## config.mk

```make
export PLATFORM = sky130hd
export DESIGN_NAME = utf16_to_utf8_transcoder_top
export DESIGN_NICKNAME = d
export VERILOG_FILES = /design/src/sv/u16u8_pkg.sv /design/src/sv/utf16_to_utf8_transcoder_top.sv /design/src/sv/u16u8_encoder.sv /design/src/sv/u16u8_serializer.sv
export SDC_FILE = /design/constraint.sdc
export NUM_CORES = 1
export LEC_CHECK = 0
export BUFFER_PORTS_ARGS = -buffer_cell sky130_fd_sc_hd__buf_4
export CORE_ASPECT_RATIO = 0.7
export CORE_MARGIN = 3
export CORE_UTILIZATION = 60
export DETAILED_ROUTE_END_ITERATION = 16
export PLACE_DENSITY = 0.84
export SETUP_SLACK_MARGIN = 0.2
export SLEW_MARGIN = 20
export SYNTH_ARGS = -nofsm -noshare
export SYNTH_HDL_FRONTEND = slang
export SYNTH_HIERARCHICAL = 1
export SYNTH_SLANG_ARGS = --single-unit
```

## constraint.sdc

```tcl
create_clock -name clk -period 13.9 [get_ports clk]
set_clock_uncertainty 0.1 [all_clocks]
set_input_delay 1.39 -clock clk [delete_from_list [all_inputs] [get_ports clk]]
set_output_delay 1.39 -clock clk [all_outputs]
set_load 0.02 [all_outputs]
```

## src/sv/u16u8_pkg.sv

```systemverilog
// ----------------------------------------------------------------------------
// u16u8_pkg
// Types, constants and the UTF-8 encode function shared by the transcoder.
// ----------------------------------------------------------------------------
`default_nettype none

package u16u8_pkg;

  localparam int MaxBytes = 6;
  localparam int SeqBytes = 4;

  localparam logic [15:0] HighFirst = 16'hd800;
  localparam logic [15:0] HighLast  = 16'hdbff;
  localparam logic [15:0] LowFirst  = 16'hdc00;
  localparam logic [15:0] LowLast   = 16'hdfff;
  localparam logic [20:0] SuppBase  = 21'h10000;

  localparam logic MODE_UTF16  = 1'b0;
  localparam logic MODE_LATIN1 = 1'b1;

  typedef struct packed {
    logic [15:0] code_unit;
    logic        last_unit;
  } unit_item_t;

  typedef struct packed {
    logic [7:0] out_byte;
    logic       run_last;
  } byte_item_t;

  // one UTF-8 sequence, bytes in send order from index 0
  typedef struct packed {
    logic [SeqBytes-1:0][7:0] seq_bytes;
    logic [2:0]               len;
  } enc_t;

  // everything one transaction produces
  typedef struct packed {
    logic [MaxBytes-1:0][7:0] seq_bytes;
    logic [2:0]               count;
  } frame_t;

  function automatic enc_t utf8_encode(logic [20:0] cp);
    enc_t e;
    e.seq_bytes = '0;
    if (cp[20:7] == '0) begin
      e.seq_bytes[0] = {1'b0, cp[6:0]};
      e.len = 3'd1;
    end else if (cp[20:11] == '0) begin
      e.seq_bytes[0] = {3'b110, cp[10:6]};
      e.seq_bytes[1] = {2'b10, cp[5:0]};
      e.len = 3'd2;
    end else if (cp[20:16] == '0) begin
      e.seq_bytes[0] = {4'b1110, cp[15:12]};
      e.seq_bytes[1] = {2'b10, cp[11:6]};
      e.seq_bytes[2] = {2'b10, cp[5:0]};
      e.len = 3'd3;
    end else begin
      e.seq_bytes[0] = {5'b11110, cp[20:18]};
      e.seq_bytes[1] = {2'b10, cp[17:12]};
      e.seq_bytes[2] = {2'b10, cp[11:6]};
      e.seq_bytes[3] = {2'b10, cp[5:0]};
      e.len = 3'd4;
    end
    return e;
  endfunction

endpackage

`default_nettype wire

```

## src/sv/utf16_to_utf8_transcoder_top.sv

```systemverilog
// ----------------------------------------------------------------------------
// utf16_to_utf8_transcoder_top
// UTF-16 / Latin-1 code units in, UTF-8 bytes out, last byte of each
// transaction's output marked by run_last.
// ----------------------------------------------------------------------------
// Each accepted code unit is encoded in the cycle it is taken and its bytes
// (zero to six) are loaded into a result register, which sends one byte per
// cycle while byte_stall is low. A high surrogate that is being held yields
// nothing. The byte output of the result register sets the rate; the next
// unit is taken in the same cycle the last byte of the previous one leaves.
// source_mode (0 = UTF-16, 1 = Latin-1 in bits 7..0) is written with
// cfg_wr_en and must change only while idle.
`default_nettype none

module utf16_to_utf8_transcoder_top
  import u16u8_pkg::*;
(
  input  wire logic       clk,
  input  wire logic       rst,
  input  wire logic       cfg_wr_en,
  input  wire logic       cfg_wr_data,
  input  wire logic       unit_valid,
  output logic            unit_stall,
  input  wire unit_item_t unit_data,
  output logic            byte_valid,
  input  wire logic       byte_stall,
  output byte_item_t      byte_data
);

  logic   source_mode;
  logic   accept;
  logic   busy;
  logic   draining;
  logic   load;
  frame_t frame;

  always_ff @(posedge clk) begin
    if (rst) begin
      source_mode <= MODE_UTF16;
    end else if (cfg_wr_en) begin
      source_mode <= cfg_wr_data;
    end
  end

  assign unit_stall = busy && !draining;
  assign accept     = unit_valid && !unit_stall;
  assign load       = accept && (frame.count != 3'd0);

  u16u8_encoder u_encoder (
    .clk         (clk),
    .rst         (rst),
    .accept      (accept),
    .source_mode (source_mode),
    .item        (unit_data),
    .frame       (frame)
  );

  u16u8_serializer u_serializer (
    .clk        (clk),
    .rst        (rst),
    .load       (load),
    .load_frame (frame),
    .busy       (busy),
    .draining   (draining),
    .byte_valid (byte_valid),
    .byte_stall (byte_stall),
    .byte_data  (byte_data)
  );

endmodule

`default_nettype wire

```

## src/sv/u16u8_encoder.sv

```systemverilog
// ----------------------------------------------------------------------------
// u16u8_encoder
// Surrogate holding state and the single-pass encode of one code unit into
// up to two UTF-8 sequences.
// ----------------------------------------------------------------------------
`default_nettype none

module u16u8_encoder
  import u16u8_pkg::*;
(
  input  wire logic       clk,
  input  wire logic       rst,
  input  wire logic       accept,
  input  wire logic       source_mode,
  input  wire unit_item_t item,
  output frame_t          frame
);

  logic       held_valid;
  logic [9:0] held_high_bits;
  logic       held_valid_next;
  logic [9:0] held_high_bits_next;

  logic       is_low;
  logic       is_high;
  logic       use_a;
  logic       use_b;
  logic [20:0] cp_a;
  logic [20:0] cp_b;
  enc_t       enc_a;
  enc_t       enc_b;
  logic [2:0] len_a;
  logic [2:0] len_b;

  assign is_low  = (item.code_unit >= LowFirst) && (item.code_unit <= LowLast);
  assign is_high = (item.code_unit >= HighFirst) && (item.code_unit <= HighLast);

  always_comb begin
    held_valid_next     = held_valid;
    held_high_bits_next = held_high_bits;
    use_a = 1'b0;
    use_b = 1'b0;
    cp_a  = {5'b0, 6'b110110, held_high_bits};
    cp_b  = {5'b0, item.code_unit};
    if (source_mode == MODE_LATIN1) begin
      use_a           = held_valid;
      use_b           = 1'b1;
      cp_b            = {13'b0, item.code_unit[7:0]};
      held_valid_next = 1'b0;
    end else if (held_valid && is_low) begin
      // complete surrogate pair
      use_a           = 1'b1;
      cp_a            = SuppBase + {1'b0, held_high_bits, item.code_unit[9:0]};
      held_valid_next = 1'b0;
    end else begin
      // flush a held surrogate that found no partner, then the unit alone or hold a new high
      use_a = held_valid;
      if (is_high && !item.last_unit) begin
        held_valid_next     = 1'b1;
        held_high_bits_next = item.code_unit[9:0];
      end else begin
        use_b           = 1'b1;
        held_valid_next = 1'b0;
      end
    end
  end

  assign enc_a = utf8_encode(cp_a);
  assign enc_b = utf8_encode(cp_b);
  assign len_a = use_a ? enc_a.len : 3'd0;
  assign len_b = use_b ? enc_b.len : 3'd0;

  always_comb begin
    logic [2:0] k;
    frame.count     = len_a + len_b;
    frame.seq_bytes = '0;
    for (int i = 0; i < MaxBytes; i++) begin
      k = 3'(i) - len_a;
      if (3'(i) < len_a) begin
        frame.seq_bytes[i] = enc_a.seq_bytes[i[1:0]];
      end else if (k < len_b) begin
        frame.seq_bytes[i] = enc_b.seq_bytes[k[1:0]];
      end
    end
  end

  always_ff @(posedge clk) begin
    if (rst) begin
      held_valid     <= 1'b0;
      held_high_bits <= '0;
    end else if (accept) begin
      held_valid     <= held_valid_next;
      held_high_bits <= held_high_bits_next;
    end
  end

endmodule

`default_nettype wire

```

## src/sv/u16u8_serializer.sv

```systemverilog
// ----------------------------------------------------------------------------
// u16u8_serializer
// Result register for one transaction's bytes, sent out one per cycle unless byte_stall holds them.
// ----------------------------------------------------------------------------
`default_nettype none

module u16u8_serializer
  import u16u8_pkg::*;
(
  input  wire logic   clk,
  input  wire logic   rst,
  input  wire logic   load,
  input  wire frame_t load_frame,
  output logic        busy,
  output logic        draining,
  output logic        byte_valid,
  input  wire logic   byte_stall,
  output byte_item_t  byte_data
);

  frame_t     frame;
  logic       frame_valid;
  logic [2:0] idx;
  logic       at_last;
  logic       pop;

  assign at_last  = (idx == frame.count - 3'd1);
  assign pop      = frame_valid && !byte_stall;

  assign busy       = frame_valid;
  assign draining   = pop && at_last;
  assign byte_valid = frame_valid;
  assign byte_data.out_byte = frame.seq_bytes[idx];
  assign byte_data.run_last = at_last;

  always_ff @(posedge clk) begin
    if (load) begin
      frame <= load_frame;
    end
  end

  always_ff @(posedge clk) begin
    if (rst) begin
      frame_valid <= 1'b0;
      idx         <= '0;
    end else if (load) begin
      frame_valid <= 1'b1;
      idx         <= '0;
    end else if (pop) begin
      if (at_last) begin
        frame_valid <= 1'b0;
      end else begin
        idx <= idx + 3'd1;
      end
    end
  end

endmodule

`default_nettype wire

```

After elaboration in Yosys (flattened, before gate mapping)
Index checks and enable logic that the tools add are counted.
Storage, ports and cells
  register bits after elaboration: 67
  output and inout bits: 11
  input bits: 23
  word-level logic and storage cells: 129
Cells by class
  equality and inequality tests: 1
  reduce and logical (&&, ||, !) cells: 26
  add/sub/neg operators: 10
  $lt $le $gt $ge: 23
  bitwise gates (word level): 3
  multiplexer cells: 54
Operators by type and width (count)
  $mux 8: 21
  $bmux 8 s2: 6
  $mux 25: 2
  $mux 16: 3
  $mux 24: 2
  $mux 21: 2
  $mux 19: 2
  $ge 16x16->1 const B: 2
  $le 16x16->1 const B: 2
  $logic_not 14->1: 2
  $bmux 8 s3: 1
  $mux 11: 2
  $add 17x20->21 const A: 1
  $logic_not 10->1: 2
  $lt 2x3->1 const B: 6
  $lt 3x3->1: 6
  $mux 1: 11
  $logic_and 1x1->1: 9
  $lt 1x3->1 const A: 2
  $lt 2x3->1 const A: 2
  $lt 3x3->1 const A: 2
  $mux 3: 2
  $sub 1x3->3 const A: 2
  $sub 2x3->3 const A: 2
  other kinds (15): 23

Depth between registers and ports, before layout
Gate-level depths: netlist (run 1).
  word-level depth: 15
  gate-level depth with buffers: 14
  mapped depth without buffers: 12

Hierarchy
Netlist (run 1), hierarchy kept.
By module, submodules not included
  u16u8_encoder: area each 2740.1 um^2, times used 1, cells an instance 427, sequential area each 220.2 um^2
  u16u8_serializer: area each 2214.6 um^2, times used 1, cells an instance 122, sequential area each 1611.5 um^2
  utf16_to_utf8_transcoder_top: area each 71.3 um^2, times used 1, cells an instance 7, sequential area each 20.0 um^2

Worst setup path after synthesis (run 1)
Ideal clock, no wire load.
  kind: in2reg
  start: in unit_data[10] (netlist bit)
  end: reg u_serializer.idx[1]
  buffers on the path: 2
  data required time: 13.671 ns
  arrival time: 6.206 ns
  cell stages on the path: 13
  slack: 7.465 ns
  setup time: 0.129 ns
  path through: clkbuf_1 > or4_1 > nor3_1 > o21ai_0 > and2_1 > buf_2 > fa_1 > xnor2_1 > nor3_1 > nor3b_2 > nor2_1 > nand2_1 > mux2i_1
RTL lines
  start, declared: RTL line utf16_to_utf8_transcoder_top.sv:24  | input wire unit_item_t unit_data,
  end signal, assigned: RTL line u16u8_serializer.sv:53  | idx <= idx + 3'd1;
  end, declared: RTL line u16u8_serializer.sv:23  | logic [2:0] idx;

==> metrics.txt, run 1 <==
run status=finished clean; RR Endpoint=u_serializer/frame[36]$_DFFE_PP_; Crit. Startpoint=unit_data[10]; Post-synth EDFFs=51; Final ANT Viol Nets=0; FF-to-FF setup slack=8.62 ns; Initial Utilization=a little over three fifths; remaining global-route overflow=0; Area growth, synth to finish=11.75%; first-pass GRT wire length=between 20000 and 30000 um; Horiz. Die Dim=about 120 um; Mapped Nets=roughly 600; hpwl dp=12560 um; # port buffers=33; Startpoint Class=primary input; Mapped Area=approximately 0.0050 mm2; reg2reg start=u_encoder/held_high_bits[7]$_SDFFE_PP0P_; DRT iter0 DRCs=about 840; Synth Area in Compound Gates=a little over a fifth; gpl congestion=around 1.1; CTS Buffer Depth=2; H-Tree Depth=3; PnR Total Power=around 580 uW; XOR/XNOR Fraction of Synth Area=about 1.6%; Synth cell types=74; grt met1 use=between 50% and 60%; TritonCTS Buffers=9; # hold bufs at CTS=0; # diodes=0; Hold Path Class=flop to flop; Die Span Y=82.58 um; DR WL/cell=between 20 and 30 um; clock power share=45.5%; post-CTS resize count=0; setup TNS=0 ns; row cnt=27; sequential power share=40.6%; clock slew at reported path FFs=around 0.060 ns; worst vdd ir=51.20 uV; RSZ-0062 raised after global routing=false; Synth Warn #=6; Net Sw Frac=~25%; total vias in the final route=4895; GRT met2 Usage=53.87%; Leak=0.002165 uW; post-layout min period=around 5.7 ns; Switch Pwr=146.9 uW; clock sink count=67; clk_lat worst skew=0.34 ns; TritonCTS clock tree=built; PwrDens=around 100 mW/mm2; met3 usage=12.24%; commonest non-fill, non-tap cells in the layout=nor2_1, edfxtp_1, nand2_1; Max Fclk=175.2 MHz; Setup crit end=u_serializer/frame[36]$_DFFE_PP_; fin nets=slightly above 600; top_reg_cell synth=edfxtp_1; CP Data Arrival Time=around 5.6 ns; largest net degree at the start of global routing=a little over 50; most common cell after layout, fill and taps aside=nor2_1; share of cells above drive strength 1=about 14%; DIE AREA=0.009529 mm2; DRC=0; mean post-synth cell area=between 9 and 10 um2; Setup CP Type=primary input to flop; DR pass1 iterations=6; Post-synth ARST share=0%; Worst Hold Depth=2; GRT busiest layer=met2; Critical Path RT=around 14 ns; Logic pwr share=13.9%; initial antenna violation count=0; post-synthesis mux area share=between 10% and 20%; Max Cap Viol=0; flop and latch count out of synthesis=67; Fin. Hold Viols=0; cells on worst reg2reg path=13; vias in the first global route=approximately 4300; CP Capture Type=flop; CP max FO=21; CTS Root Cell=clkbuf_16; Post-Route WL=~17000 um; Final Setup Violations=0; worst slew pin tran=approximately 0.87 ns; pins over their slew limit=0; drt via density=7.284; Final Cycle Share=around two fifths; IO Count=34; overall routing resource usage=a little over a third; internal cell power=between 400 and 500 uW; post-synthesis adder-cell area fraction=~4.4%; Synth Area in Simple Gates=between 10% and 20%; largest family of logic cells by synthesized area=compound AO/OA/AOI/OAI gates; core area=0.008006 mm2; sequential-to-total area share from yosys stat=36.84%; Rel. slew slack=41.78%; Post-CTS Setup Bufs=0; Cells after Synth=about 560
## critical path: stages
cell	delay [ns]
buf_4	0.15
or4_1	0.68
nor3_1	0.23
o21ai_0	0.15
and2_1	0.40
ha_1	0.81
ha_1	0.34
a21o_1	0.23
nor2_1	0.15
mux2_2	0.20
nand3_1	0.14
o311ai_0	0.75
## power groups by stage
stage	combinational (uW)	clock, uW	sequential, uW
final	81.0	265	236
after global routing	85.3	276	236
after CTS	78.1	266	236
after detailed placement	77.0	0	240
after global placement	75.7	0	239
after floorplan	51.1	0	236
## area by class of cell
type | count | area (um2)
timing repair buffer | 38 | 285.3
multi-input combinational | 420 | 2899
tap | 101 | 126.4
clock buffer | 10 | 229.0
sequential | 67 | 1852
clock inverter | 6 | 112.6
fill | 616 | 2390
inverter | 30 | 112.6
## flip-flops by register name, indices dropped and copies added, names as in the netlist
signal                    cells
source_mode                   1
u_encoder/held_high_bits     10
u_encoder/held_valid          1
u_serializer/busy             1
u_serializer/frame           51
u_serializer/idx              3
## Yosys cell counts, types with 7 or more instances
| cell | instances | area [um2] |
|---|---|---|
| nand2_1 | 41 | 153.9 |
| mux2i_1 | 28 | 280.3 |
| inv_1 | 28 | 105.1 |
| nand3_1 | 14 | 70.07 |
| nor2_1 | 68 | 255.2 |
| ha_1 | 16 | 200.2 |
| mux4_2 | 8 | 180.2 |
| nor3_1 | 17 | 85.08 |
| o22ai_1 | 20 | 125.1 |
| o31ai_1 | 11 | 82.58 |
| o21ai_0 | 32 | 160.2 |
| buf_2 | 9 | 45.04 |
| clkbuf_1 | 23 | 86.33 |
| a211oi_1 | 10 | 75.07 |
| or3_1 | 7 | 43.79 |
| nand2b_1 | 8 | 50.05 |
| edfxtp_1 | 51 | 1531 |
| dfxtp_1 | 16 | 320.3 |
| a21oi_1 | 32 | 160.2 |
## kinds of logic after synthesis
group / after synthesis
xor gates and xnor gates: 7
buffers and inverters: 69
DFF: 67
and+or+nand+nor: 195
adders and majority gates: 17
muxes: 41
AOI/OAI and AO/OA: 160
## layer usage
metal  wire length (um)  part of all wire (%)
met3               2594                    15
met1               6951                    40
met2               7119                    41
met5                  0                     0
met4                559                   3.2
## worst min path at each step
stage | to | startpoint
2_1_floorplan | u_encoder/held_high_bits[5]$_SDFFE_PP0P_ | u_encoder/held_high_bits[5]$_SDFFE_PP0P_
3_3_place_gp | u_serializer/busy$_SDFFE_PP0P_ | u_serializer/busy$_SDFFE_PP0P_
3_5_place_dp | u_encoder/held_high_bits[5]$_SDFFE_PP0P_ | u_encoder/held_high_bits[5]$_SDFFE_PP0P_
4_1_cts | u_serializer/busy$_SDFFE_PP0P_ | u_serializer/busy$_SDFFE_PP0P_
5_1_grt | u_encoder/held_high_bits[2]$_SDFFE_PP0P_ | u_encoder/held_high_bits[2]$_SDFFE_PP0P_
6_report | u_serializer/busy$_SDFFE_PP0P_ | u_serializer/busy$_SDFFE_PP0P_
## metrics by stage
step	worst slack, ns	std cells	area [um2]	hold slack (ns)	util, %
after floorplan	7.465	556	5026	0.4079	-
after global placement	8.153	656	5275	0.4319	65.89
after detailed placement	8.111	656	5275	0.4639	65.89
after CTS	8.443	672	5617	0.4585	70.15
after global routing	8.076	672	5617	0.5081	70.15
final	8.192	672	5617	0.4575	70.15
No activity file was read; power rests on OpenSTA's default activity.
==> run 2, diff against run 1 <==
==> constraint.sdc (replaced) <==
create_clock -name clk -period 5.4 [get_ports clk]
set_clock_uncertainty 0.1 [all_clocks]
set_input_delay 0.54 -clock clk [delete_from_list [all_inputs] [get_ports clk]]
set_output_delay 0.54 -clock clk [all_outputs]
set_load 0.02 [all_outputs]
==> metrics.txt, run 2 (synthesized netlist as in run 1, its figures left out) <==
CTS Root Cell=clkbuf_16; Rel. slew slack=between 30% and 40%; hpwl dp=12700 um; share of cells above drive strength 1=between 10% and 20%; Switch Pwr=372.9 uW; max reg flops=51; clock sink count=between 60 and 70; gpl congestion=between 1 and 1.5; CP Capture Type=flop; Net Sw Frac=between 20% and 30%; RR Endpoint=u_serializer/frame[37]$_DFFE_PP_; setup TNS=0 ns; CP max FO=22; Final ANT Viol Nets=0; Startpoint Class=flop; post-layout util=between 60% and 70%; top flop regs=u_serializer/frame: 51 flops, u_encoder/held_high_bits: 10 flops, u_serializer/idx: 3 flops; Final Cycle Share=~88%; worst vdd ir=119.0 uV; clock slew at reported path FFs=0.06 ns; clk_lat worst skew=between 0.3 and 0.4 ns; register area=~0.0019 mm2; H-Tree Depth=3; Logic pwr share=~15%; Leak=roughly 0.0022 uW; PwrDens=between 200 and 300 mW/mm2; DR WL/cell=24.88 um; # hold bufs at CTS=0; DR pass1 iterations=6; Top reg by flops=u_serializer/frame; RSZ-0062 raised after global routing=false; total vias in the final route=4876; Hold Path Class=primary input to flop; vias in the first global route=~4300; # diodes=0; # port buffers=33; drt via density=approximately 7.2; TritonCTS Buffers=9; Max Cap Viol=0; worst slew pin tran=between 0.9 and 1 ns; Post-CTS Setup Bufs=0; Setup crit end=u_serializer/frame[37]$_DFFE_PP_; Final Setup Violations=0; reg2reg start=u_encoder/held_high_bits[6]$_SDFFE_PP0P_; PnR Total Power=1399 uW; fin nets=a little over 600; largest net degree at the start of global routing=55; sequential power share=between 40% and 50%; Multi-input gate area=a little under 0.003 mm2; Die Span Y=approximately 83 um; first-pass GRT wire length=25390 um; Initial Utilization=62.78%; post-layout min period=~4.8 ns; row cnt=27; run status=finished clean; FF-to-FF setup slack=between 0.6 and 0.7 ns; commonest non-fill, non-tap cells in the layout=nor2_1, edfxtp_1, buf_4, nand2_1, a21oi_1; CP Data Arrival Time=about 4.7 ns; clock power share=41.7%; most common cell after layout, fill and taps aside=nor2_1; Worst Hold Depth=3; IO Count=34; Max Fclk=about 210 MHz; DIE AREA=0.009529 mm2; Crit. Startpoint=u_encoder/held_high_bits[6]$_SDFFE_PP0P_; Post-Route WL=16800 um; Fin. Hold Viols=0; Fill cells=around 620; internal cell power=just over 1000 uW; Area growth, synth to finish=11.23%; DRC=0; pins over their slew limit=0; cells on worst reg2reg path=13; TritonCTS clock tree=built; DRT iter0 DRCs=898; post-CTS resize count=0; overall routing resource usage=36.00%; core area=~0.008 mm2; Setup CP Type=flop to flop; remaining global-route overflow=0; CTS Buffer Depth=2; Critical Path RT=around 5.4 ns; initial antenna violation count=0; Horiz. Die Dim=~120 um
## run 2: changes by cell type in the layout (fill, tap and decap cells not counted)
cell | previous run | this run
clkinvlp_4 | 0 | 2
clkinv_2 | 1 | 2
buf_4 | 38 | 41
clkinv_4 | 1 | 0
bufinv_16 | 3 | 1
## run 2: how the worst min path moves through the flow
stage / to / startpoint
global route: source_mode$_SDFFE_PP0P_ / cfg_wr_data
floorplan: u_encoder/held_high_bits[5]$_SDFFE_PP0P_ / u_encoder/held_high_bits[5]$_SDFFE_PP0P_
finish: source_mode$_SDFFE_PP0P_ / cfg_wr_data
global placement: u_serializer/busy$_SDFFE_PP0P_ / u_serializer/busy$_SDFFE_PP0P_
detailed placement: u_serializer/busy$_SDFFE_PP0P_ / u_serializer/busy$_SDFFE_PP0P_
CTS: source_mode$_SDFFE_PP0P_ / cfg_wr_data
## run 2: per-stage QoR
step | worst slack (ns) | hold WS (ns) | area (um2) | instances
after global routing | 0.4297 | 0.3634 | 5590 | 675
after detailed placement | 0.8723 | 0.4579 | 5298 | 659
after CTS | 0.8411 | 0.3662 | 5590 | 675
final | 0.6416 | 0.3590 | 5590 | 675
after floorplan | 0.5844 | 0.4079 | 5032 | 556
after global placement | 1.027 | 0.4315 | 5298 | 659
## run 2: worst max-delay path, cell delays in order, from the launching register on
cell	delay, ns
dfxtp_1	0.46
ha_1	0.29
nor3b_1	0.38
o21ai_1	0.12
buf_4	0.23
o21ai_0	0.29
and2_1	0.60
ha_1	0.46
ha_1	0.34
a21o_1	0.22
nor2_1	0.18
mux2_2	0.22
nand3_1	0.13
o211ai_1	0.46
## run 2: power by group through the flow
stage	logic (uW)	registers, uW	clock network (uW)
6_report	209	607	583
3_3_place_gp	197	616	0
2_1_floorplan	132	606	0
4_1_cts	201	606	585
3_5_place_dp	200	617	0
5_1_grt	221	608	610
## run 2: layout make-up
cell class,instances,share of cell area (%)
clock buffers,10,4.096
clock inverters,6,1.141
inverters,30,2.014
multi-input cells,420,51.86
flip-flops and latches,67,33.12
well taps,101,2.261
repair buffers,41,5.506
## run 2: layer usage
layer	vias to the layer above	wire, um	GRT usage (%)
met3	71	2467	9.323
met1	2226	6777	51.64
li1	2121	-	-
met5	-	0	0
met4	0	703	11.14
met2	458	6845	53.29
